--- src/sv/lfu_pkg.sv ---
// shared types and constants for the lfu page replacement core
// no dependencies; imported by lfu_search, lfu_page_replacement_core and tb_top
package lfu_pkg;

  localparam int FRAMES     = 16;
  localparam int IDX_W      = (FRAMES > 1) ? $clog2(FRAMES) : 1;
  localparam int OCC_W      = $clog2(FRAMES + 1);
  localparam int PAGE_W     = 8;
  localparam int COUNT_BITS = 16;
  localparam int FAULT_W    = 32;
  localparam int CFG_W      = 5;

  localparam logic [COUNT_BITS-1:0] COUNT_MAX = '1;
  localparam logic [FAULT_W-1:0]    FAULT_MAX = '1;
  localparam logic [CFG_W-1:0]      CFG_RESET = CFG_W'(16);

  typedef struct packed {
    logic [PAGE_W-1:0]     page;
    logic [COUNT_BITS-1:0] count;
  } entry_t;

  // outcome of one pass over the resident frames
  typedef struct packed {
    logic                  hit;
    logic [IDX_W-1:0]      hit_idx;
    logic [COUNT_BITS-1:0] hit_count;
    logic                  min_valid;
    logic [IDX_W-1:0]      min_idx;
    logic [COUNT_BITS-1:0] min_count;
    logic [PAGE_W-1:0]     min_page;
  } search_t;

  typedef enum logic [5:0] {
    S_IDLE   = 6'b000001,
    S_SCAN   = 6'b000010,
    S_UPDATE = 6'b000100,
    S_SHIFT  = 6'b001000,
    S_APPEND = 6'b010000,
    S_DONE   = 6'b100000
  } state_t;

endpackage

--- src/sv/lfu_search.sv ---
// streaming hit and least-count search over frame entries read from memory
// depends on lfu_pkg
module lfu_search (
  input  logic                      clk,
  input  logic                      rst,
  input  logic                      start,
  input  logic                      vld,
  input  logic [lfu_pkg::IDX_W-1:0] idx,
  input  lfu_pkg::entry_t           entry,
  input  logic [lfu_pkg::PAGE_W-1:0] page,
  output lfu_pkg::search_t          res
);
  import lfu_pkg::*;

  logic match;
  logic new_min;

  assign match   = vld && !res.hit && (entry.page == page);
  // strict less-than keeps the oldest frame on equal counts
  assign new_min = vld && (!res.min_valid || (entry.count < res.min_count));

  always_ff @(posedge clk) begin
    if (rst || start) begin
      res.hit       <= 1'b0;
      res.min_valid <= 1'b0;
    end else begin
      if (match) begin
        res.hit       <= 1'b1;
        res.hit_idx   <= idx;
        res.hit_count <= entry.count;
      end
      if (new_min) begin
        res.min_valid <= 1'b1;
        res.min_idx   <= idx;
        res.min_count <= entry.count;
        res.min_page  <= entry.page;
      end
    end
  end

endmodule

--- src/sv/lfu_page_replacement_core.sv ---
// lfu page replacement with oldest-first tie break, frames kept in one memory
// depends on lfu_pkg and lfu_search
// a transaction reads the resident frames one at a time through the single read port
//   of the frame memory, and an eviction also shifts the frames behind the victim
// throughput: one transaction at a time, the next once the last result is registered
// reset: synchronous active-high rst empties the frames, zeroes the fault total and
//   sets the frame limit to 16; frame memory itself is not cleared
module lfu_page_replacement_core (
  input  logic                         clk,
  input  logic                         rst,
  input  logic                         cfg_we,
  input  logic [lfu_pkg::CFG_W-1:0]    cfg_wdata,
  input  logic                         in_valid,
  output logic                         in_stall,
  input  logic [lfu_pkg::PAGE_W-1:0]   page,
  output logic                         out_valid,
  input  logic                         out_stall,
  output logic                         hit,
  output logic                         evicted_valid,
  output logic [lfu_pkg::PAGE_W-1:0]   evicted_page,
  output logic [lfu_pkg::FAULT_W-1:0]  fault_total
);
  import lfu_pkg::*;

  // control and bookkeeping
  state_t               state;
  logic [CFG_W-1:0]     frames_in_use;
  logic [OCC_W-1:0]     occ;        // resident frame count
  logic [FAULT_W-1:0]   faults;
  logic [PAGE_W-1:0]    page_q;
  logic [OCC_W-1:0]     ptr;        // next read address of a scan or shift
  logic                 rd_pend;    // read data valid this cycle
  logic [IDX_W-1:0]     rd_idx;     // address behind rd_data
  logic                 hit_q;
  logic                 evv_q;
  logic [PAGE_W-1:0]    evp_q;

  // frame memory, one read and one write port
  entry_t               mem [FRAMES];
  entry_t               rd_data;
  logic                 rd_en;
  logic [IDX_W-1:0]     rd_addr;
  logic                 wr_en;
  logic [IDX_W-1:0]     wr_addr;
  entry_t               wr_data;

  search_t              srch;
  logic                 accept;
  logic                 out_free;
  logic [OCC_W-1:0]     limit;
  logic                 full;
  logic [OCC_W-1:0]     last;       // occ - 1
  logic [OCC_W-1:0]     after_min;  // first frame behind the victim
  logic                 last_rd;
  entry_t               fresh;
  logic [COUNT_BITS-1:0] hit_inc;

  assign in_stall = (state != S_IDLE);
  assign accept   = in_valid && !in_stall;
  assign out_free = !out_valid || !out_stall;

  // out-of-range limits clamp into 1..FRAMES
  always_comb begin
    if (frames_in_use == '0) begin
      limit = OCC_W'(1);
    end else if (32'(frames_in_use) > FRAMES) begin
      limit = OCC_W'(FRAMES);
    end else begin
      limit = OCC_W'(frames_in_use);
    end
  end

  // a lowered limit below occupancy still counts as full
  assign full      = (occ >= limit);
  assign last      = occ - OCC_W'(1);
  assign after_min = OCC_W'(srch.min_idx) + OCC_W'(1);
  assign last_rd   = rd_pend && (rd_idx == last[IDX_W-1:0]);
  assign hit_inc   = (srch.hit_count == COUNT_MAX) ? srch.hit_count
                                                   : srch.hit_count + COUNT_BITS'(1);
  assign fresh.page  = page_q;
  assign fresh.count = COUNT_BITS'(1);

  // memory port control; reads always run ahead of writes, so no entry
  // is read and written in the same pass at once
  always_comb begin
    rd_en   = 1'b0;
    rd_addr = ptr[IDX_W-1:0];
    wr_en   = 1'b0;
    wr_addr = rd_idx;
    wr_data = fresh;
    case (state)
      S_IDLE: begin
        if (accept && occ != '0) begin
          rd_en   = 1'b1;
          rd_addr = '0;
        end
      end
      S_SCAN: begin
        rd_en = (ptr < occ);
      end
      S_UPDATE: begin
        if (srch.hit) begin
          wr_en         = 1'b1;
          wr_addr       = srch.hit_idx;
          wr_data.page  = page_q;
          wr_data.count = hit_inc;
        end else if (!full) begin
          wr_en   = 1'b1;
          wr_addr = occ[IDX_W-1:0];
        end else if (after_min < occ) begin
          rd_en   = 1'b1;
          rd_addr = after_min[IDX_W-1:0];
        end
      end
      S_SHIFT: begin
        // move the frame just read one place toward the front
        rd_en = (ptr < occ);
        if (rd_pend) begin
          wr_en   = 1'b1;
          wr_addr = rd_idx - IDX_W'(1);
          wr_data = rd_data;
        end
      end
      S_APPEND: begin
        wr_en   = 1'b1;
        wr_addr = last[IDX_W-1:0];
      end
      default: ;
    endcase
  end

  always_ff @(posedge clk) begin
    if (wr_en) begin
      mem[wr_addr] <= wr_data;
    end
    if (rd_en) begin
      rd_data <= mem[rd_addr];
    end
  end

  lfu_search u_search (
    .clk   (clk),
    .rst   (rst),
    .start (accept),
    .vld   ((state == S_SCAN) && rd_pend),
    .idx   (rd_idx),
    .entry (rd_data),
    .page  (page_q),
    .res   (srch)
  );

  always_ff @(posedge clk) begin
    if (rst) begin
      state         <= S_IDLE;
      frames_in_use <= CFG_RESET;
      occ           <= '0;
      faults        <= '0;
      rd_pend       <= 1'b0;
      out_valid     <= 1'b0;
    end else begin
      if (cfg_we) begin
        frames_in_use <= cfg_wdata;
      end
      if (out_valid && !out_stall) begin
        out_valid <= 1'b0;
      end
      case (state)
        S_IDLE: begin
          if (accept) begin
            page_q <= page;
            if (occ == '0) begin
              // nothing resident, skip the scan
              rd_pend <= 1'b0;
              state   <= S_UPDATE;
            end else begin
              ptr     <= OCC_W'(1);
              rd_pend <= 1'b1;
              rd_idx  <= '0;
              state   <= S_SCAN;
            end
          end
        end
        S_SCAN: begin
          rd_pend <= (ptr < occ);
          if (ptr < occ) begin
            ptr    <= ptr + OCC_W'(1);
            rd_idx <= ptr[IDX_W-1:0];
          end
          if (last_rd) begin
            state <= S_UPDATE;
          end
        end
        S_UPDATE: begin
          rd_pend <= 1'b0;
          if (srch.hit) begin
            hit_q <= 1'b1;
            evv_q <= 1'b0;
            evp_q <= '0;
            state <= S_DONE;
          end else begin
            hit_q <= 1'b0;
            if (faults != FAULT_MAX) begin
              faults <= faults + FAULT_W'(1);
            end
            if (!full) begin
              occ   <= occ + OCC_W'(1);
              evv_q <= 1'b0;
              evp_q <= '0;
              state <= S_DONE;
            end else begin
              evv_q <= 1'b1;
              evp_q <= srch.min_page;
              if (after_min < occ) begin
                ptr     <= after_min + OCC_W'(1);
                rd_pend <= 1'b1;
                rd_idx  <= after_min[IDX_W-1:0];
                state   <= S_SHIFT;
              end else begin
                // victim is the newest frame, overwrite in place
                state <= S_APPEND;
              end
            end
          end
        end
        S_SHIFT: begin
          rd_pend <= (ptr < occ);
          if (ptr < occ) begin
            ptr    <= ptr + OCC_W'(1);
            rd_idx <= ptr[IDX_W-1:0];
          end
          if (last_rd) begin
            state <= S_APPEND;
          end
        end
        S_APPEND: begin
          state <= S_DONE;
        end
        S_DONE: begin
          // result waits here until the output register is free
          if (out_free) begin
            out_valid     <= 1'b1;
            hit           <= hit_q;
            evicted_valid <= evv_q;
            evicted_page  <= evp_q;
            fault_total   <= faults;
            state         <= S_IDLE;
          end
        end
        default: begin
          state <= S_IDLE;
        end
      endcase
    end
  end

  // occupancy never runs past the memory depth
  a_occ_bound: assert property (@(posedge clk) disable iff (rst)
    32'(occ) <= FRAMES)
    else $error("occupancy above frame count");

  // a delivered transaction never reports both a hit and an eviction
  a_hit_no_evict: assert property (@(posedge clk) disable iff (rst)
    out_valid |-> !(hit && evicted_valid))
    else $error("hit with eviction");

  // the scan never writes the frame memory
  a_scan_no_write: assert property (@(posedge clk) disable iff (rst)
    (state == S_SCAN) |-> !wr_en)
    else $error("write during scan");

  // fault total only moves up
  a_fault_mono: assert property (@(posedge clk) disable iff (rst)
    !$past(rst) |-> faults >= $past(faults))
    else $error("fault total decreased");

  // an eviction is only chosen when the frames are full
  a_evict_full: assert property (@(posedge clk) disable iff (rst)
    (state == S_UPDATE && !srch.hit && !full) |=> (state == S_DONE) && !evv_q)
    else $error("eviction with free frame");

endmodule

--- config.mk ---
export PLATFORM = sky130hd
export DESIGN_NAME = lfu_page_replacement_core
export DESIGN_NICKNAME = d
export VERILOG_FILES = /design/src/sv/lfu_pkg.sv /design/src/sv/lfu_search.sv /design/src/sv/lfu_page_replacement_core.sv
export SDC_FILE = /design/constraint.sdc
export NUM_CORES = 1
export LEC_CHECK = 0
export ABC_AREA = 1
export BUFFER_PORTS_ARGS = -buffer_cell sky130_fd_sc_hd__buf_2
export CELL_PAD_IN_SITES_DETAIL_PLACEMENT = 0
export CELL_PAD_IN_SITES_GLOBAL_PLACEMENT = 1
export CORE_MARGIN = 4
export CORE_UTILIZATION = 31
export DETAILED_ROUTE_END_ITERATION = 16
export PLACE_DENSITY_LB_ADDON = 0.1
export SETUP_SLACK_MARGIN = 0.4
export SLEW_MARGIN = 10
export SYNTH_ARGS = -nofsm -noshare
export SYNTH_HDL_FRONTEND = slang
export SYNTH_SLANG_ARGS = --single-unit
--- constraint.sdc ---
create_clock -name clk -period 5.4 [get_ports clk]
set_input_delay 1.08 -clock clk [delete_from_list [all_inputs] [get_ports clk]]
set_output_delay 1.08 -clock clk [all_outputs]
set_load 0.02 [all_outputs]
=== Yosys cells after proc, flatten, opt, wreduce, memory -nomap -nowiden ===
Memory sizes are Yosys's and may differ from the RTL's. A register that Yosys moved wholly into a read port is not among the register bits.
Index checks and enable logic that the tools add are counted.

* Output and inout bits: 44
* Logic and storage cells: 150
* Memories: 1
* Bits in writable memories: 384
* Flip-flop bits (word level): 169

{| class="wikitable"
|+ Memories
! name !! depth !! bits a word !! rd ports !! clocked after memory_dff !! wr ports !! RTL line !! RTL
|-
| mem || 16 || 24 || 1 || 1 || 1 || lfu_page_replacement_core.sv:39 || <nowiki>entry_t mem [FRAMES];</nowiki>
|}

* $add $sub $neg: 8
* Magnitude comparators: 5
* Multiplexer cells: 57
* Equality and inequality tests: 20
* Bitwise operators: 4
* Reductions and logical operators: 32

{| class="wikitable"
|+ Operators by type and width
! cell !! number
|-
| $mux 4 || 13
|-
| $pmux 24 s2 || 1
|-
| $mux 5 || 9
|-
| $mux 6 || 6
|-
| $pmux 6 s6 || 1
|-
| $add 32x1->32 const B || 1
|-
| $mux 16 || 2
|-
| $ne 32x32->1 const B || 1
|-
| $mux 24 || 1
|-
| $pmux 4 s3 || 2
|-
| $add 16x1->16 const B || 1
|-
| $eq 16x16->1 const B || 1
|-
| $lt 16x16->1 || 1
|-
| $mux 1 || 16
|-
| $ne 2x2->1 const B || 8
|-
| $add 5x1->5 const B || 3
|-
| $pmux 5 s3 || 1
|-
| $reduce_and 3->1 || 4
|-
| $logic_not 5->1 || 2
|-
| $lt 5x5->1 || 2
|-
| $pmux 1 s3 || 3
|-
| $eq 8x8->1 || 1
|-
| $logic_and 1x1->1 || 8
|-
| $pmux 4 s2 || 1
|-
| other kinds (23) || 37
|}

=== Longest topological paths before layout ===
* Word-level depth: 9
* Mapped depth: 22
* Depth with buffers taken out: 20

=== Hierarchy ===
A second synthesis with hierarchy kept.

* Cell total of the unflattened synthesis: 2,630
* Area total of the unflattened synthesis: 26,560.5 um2

{| class="wikitable"
|+ By module, submodules not included
! module !! times used !! cells each !! sequential area each (um2) !! area an instance (um2)
|-
| lfu_page_replacement_core || 1 || 2,479 || 15,324.7 || 24,499.7
|-
| lfu_search || 1 || 151 || 1,481.4 || 2,060.7
|}

=== Least setup slack after synthesis ===
Ideal clock, no wire load.

* Path kind: register -> register
* From: register frames_in_use[0]
* To: memory mem[13][0] in the netlist's numbering, enable pin
* Setup time: 0.405 ns
* Setup slack: 1.484 ns
* Cell stages (with the launch flop): 18
* Arrival: 3.511 ns
* Period minus slack after synthesis: 3.916 ns
* Buffers on the path: 1
* Cell sequence: dfxtp_1 > or4_1 > nand2_1 > nand2_1 > ha_1 > nand2_1 > nand2_1 > nand2_1 > nand3_2 > nand2_1 > buf_2 > nor2_1 > or2_2 > a21oi_1 > o21ai_0 > inv_1 > nand2_1 > nor2_1

* Cells in the longest elaborated chain, start to end: 9

{| class="wikitable"
|+ RTL lines
! item !! RTL line !! RTL
|-
| start, declared || lfu_page_replacement_core.sv:27 || <nowiki>logic [CFG_W-1:0] frames_in_use;</nowiki>
|-
| start signal, assigned || lfu_page_replacement_core.sv:162 || <nowiki>frames_in_use <= cfg_wdata;</nowiki>
|-
| $gt 5x5->1 || lfu_page_replacement_core.sv:66 || <nowiki>end else if (32'(frames_in_use) > FRAMES) begin</nowiki>
|-
| $mux 5 || lfu_page_replacement_core.sv:66 ||
|-
| $mux 5 (*) || lfu_page_replacement_core.sv:64 || <nowiki>if (frames_in_use == '0) begin</nowiki>
|-
| $ge 5x5->1 (*) || lfu_page_replacement_core.sv:74 || <nowiki>assign full = (occ >= limit);</nowiki>
|-
| $mux 1 || lfu_page_replacement_core.sv:107 || <nowiki>end else if (!full) begin</nowiki>
|-
| $mux 1 || lfu_page_replacement_core.sv:102 || <nowiki>if (srch.hit) begin</nowiki>
|-
| $pmux 1 s3 || lfu_page_replacement_core.sv:91 || <nowiki>case (state)</nowiki>
|-
| $mux 1 || lfu_page_replacement_core.sv:133 || <nowiki>if (wr_en) begin</nowiki>
|-
| $mux 1 (not written as such) || lfu_page_replacement_core.sv:134 || <nowiki>mem[wr_addr] <= wr_data;</nowiki>
|-
| end, declared || lfu_page_replacement_core.sv:39 ||
|}

Every way passes the cells marked *; elsewhere a longest branch is shown, timed or not.

=== Worst setup path in the final report ===
* From: register frames_in_use[0]
* To: memory mem[12][2] in the netlist's numbering, enable pin

The elaborated chain is that of the path after synthesis.

==> key figures <==
CTS
  – Hold-fix buffer count after cts: 0
  – Post-CTS Resized: 0
  – Reg clk slew, reported paths: 0.06 ns
  – Clock sink count: 577
  – Insertion delay of the later-clocked pin in the worst-skew pair: 0.60 ns
  – CTS tree: built
  – Root Driver: clkbuf_16
  – TritonCTS Buffers: 71
  – H-Tree Depth: 3
  – Post-CTS Setup Bufs: 0
  – Clock tree buffer depth: 3

Place
  – Pre-CTS WS: 0.976 ns
  – DP HPWL: 46000 um
  – Port bufs: 61
  – Post-DP Area: 27800 sq um
  – RD Place Congestion: 0.786
  – Inst Count DP: 3577

Critical path
  – Setup crit start kind: flop
  – Kind of critical path: flop to flop
  – Crit-path max cell delay: 0.95 ns
  – Max stage delay cell, worst path: nor2_4
  – WP buf/inv: 1
  – Crit-path cells: or4_1, nand2_1, nand2_1, ha_1, nand2_1, nand2_1, nand2_1, nand3_2, nand2_1, nor2_1, or2_2, a21oi_1, o21ai_0, inv_1, nand2_1, nor2_4
  – Top delay family on crit path: simple AND/OR/NAND/NOR gates
  – CP Data Arrival Time: 4.56 ns
  – Critical path endpoint category: flop
  – Crit path max fanout: 24
  – Worst Path Required: 5.61 ns
  – Worst path most repeated cell: nand2_1

Power
  – Peak supply drop: 317 uV
  – PwrDens: 410 nW/um^2
  – Total leakage power: 12.0 nW
  – Total power: 12.3 mW

Drt
  – DRT Pass-1 Iters: 7
  – Vias/cell: 4.90
  – Post-DR wirelength/cell: 21.2 um
  – DRC viols: 0
  – ANT nets after route: 0
  – Number of DRC markers in iteration 0: 1204
  – DR vias: 18152
  – WL final: 78500 um

Floorplan
  – Area of the core: 82600 sq um
  – Row Count: 105
  – Io pins: 62
  – DIE WIDTH: 298 um
  – Die Height: 298 um
  – Initial Utilization: 31.5%
  – Die Area: 88600 sq um

Synthesis
  – Post-synthesis cell type count: 47
  – Synth Net Count: 2562
  – Syn avg cell area: 10.4 sq um
  – Area fraction of the dominant cell type after synthesis: 60.6%
  – Top post-synthesis cells by area: edfxtp_1 61%, nand3_1 9.0%, nand2_1 7.0%, inv_1 5.4%, dfxtp_1 4.0%
  – Mapped Area: 26000 sq um
  – Yosys reg bits: 577
  – Sequential area share after synthesis: 64.6%
  – Post-synth top area cell: edfxtp_1
  – Syn Inst Count: 2508
  – Syn. warnings: 0

Timing
  – Least-Margin Pin Slew: 1.17 ns
  – Slew Viols, Final: 0
  – Max_slew headroom: 21.8%
  – Setup slack after layout: 1.05 ns
  – Final Critical Period: 4.35 ns
  – Clock skew: 0.0163 ns
  – Final Hold Vio Count: 0
  – Hold slack: 0.415 ns
  – Crit share post-route: 80.5%
  – Unrepaired setup endpoints after global routing: false
  – TNS Setup: 0 ns
  – Peak Freq: 0.230 GHz
  – Final setup fails: 0

Final layout
  – Nets: 2634
  – Filler cells: 8244
  – Ant. Diodes: 0
  – Layout cell share with drive strength beyond 1: 10.0%
  – Layout area overhead: 15.7%
  – Fin util: 36.4%
  – Fin cells: 3707
  – Final instance area: 30100 sq um

Flow run
  – Max Cap Viol: 0

Global route
  – Global-route wire length before repair: 118000 um
  – Gr ovfl total: 0
  – Pin count of the biggest net entering global routing: 193
  – Vias in the first global route: 18219
  – Initial antenna violation count: 0
  – GR Util All Layers: 17.5%

Outcome
  – Status: finished clean

Min path
  – Worst hold path class: flop to flop
-- power by group --
group | switching [mW] | leakage, nW | internal [mW]
combinational | 1.77 | 5.60 | 0.682
clock | 1.87 | 1.13 | 2.88
sequential | 0.0988 | 5.27 | 5.03
-- cells by family after synthesis --
group | after synthesis | synth area share (%)
XOR/XNOR | 30 | 1.01
buffers and inverters | 495 | 7.94
adder cells (fa/ha/maj) | 36 | 1.73
flip-flops | 577 | 64.6
AND/OR/NAND/NOR | 1226 | 21.6
AO/OA/AOI/OAI | 144 | 3.05
-- metal layers --
layer  global-route usage [%]  part of all wire, %  vias up  wire (um)
met5                        0                    0        -          0
met4                     5.10                  2.6        0       2060
met3                     2.74                  3.8      117       2980
met2                     30.5                   49      367      38200
met1                     22.7                   45     9006      35200
li1                         -                    -     8662          -
-- cell usage after synthesis (all sizes together) --
library cell  number
buf               78
a32o               2
nand3b            52
edfxtp           525
o22ai              3
inv              382
o221ai             1
a221oi             1
o21ai             55
nor4              13
nor3              32
and2               1
clkinv             2
nand4             20
a21oi             62
or4                2
a2111oi            2
o31ai              3
nand2            494
nor2             131
clkbuf            33
dfxtp             52
a31oi              4
o211ai             5
or2                7
and3               1
o21a               2
nand3            469
nor3b              4
a22oi              1
a22o               1
xor2              22
xnor2              8
ha                36
a21boi             2
-- sequential cells by signal, summed over array words and instances (netlist names), 4 cells and up --
signal,flops
frames_in_use,5
evp_q,8
mem,384
ptr,5
evicted_page,8
page_q,8
rd_idx,4
faults,32
fault_total,32
u_search.res,50
state,6
occ,5
rd_data,24
-- final cells by class --
| class | count | area, sq um | area share (%) |
|---|---|---|---|
| Timing Repair Buffer | 110 | 823 | 2.74 |
| Clock inverter | 33 | 318 | 1.06 |
| Multi-Input combinational cell | 1436 | 7360 | 24.5 |
| Tap cell | 1070 | 1340 | 4.45 |
| Inverter | 384 | 1440 | 4.79 |
| Sequential cell | 577 | 16800 | 55.8 |
| Clock buffer | 97 | 2000 | 6.65 |
-- final timing paths --
| path | end | start | cells past startpoint | slack, ns |
|---|---|---|---|---|
| worst max-delay path | mem[12][2] | frames_in_use[0] | 16 | 1.05 |
| worst min-delay path | evicted_page[6] | evp_q[6] | 0 | 0.41 |
| worst max register to register | mem[12][2] | frames_in_use[0] | 16 | 1.05 |
| worst min register to register | evicted_page[6] | evp_q[6] | 0 | 0.41 |
-- placed cells by master, fill, tap and decap left out, types with 8 or more instances in the layout --
cell type and n:
a21oi_1 60, buf_12 12, buf_2 61, buf_4 37, clkbuf_1 19, clkbuf_16 76, clkinv_1 16, clkinv_2 10
dfxtp_1 52, edfxtp_1 525, ha_1 36, inv_1 376, nand2_1 487, nand3_1 466, nand3b_1 52, nand4_1 19
nor2_1 105, nor2_4 19, nor3_1 31, nor4_1 13, o21ai_0 52, xnor2_1 8, xor2_1 22
No activity file was read; power rests on OpenSTA's default activity.
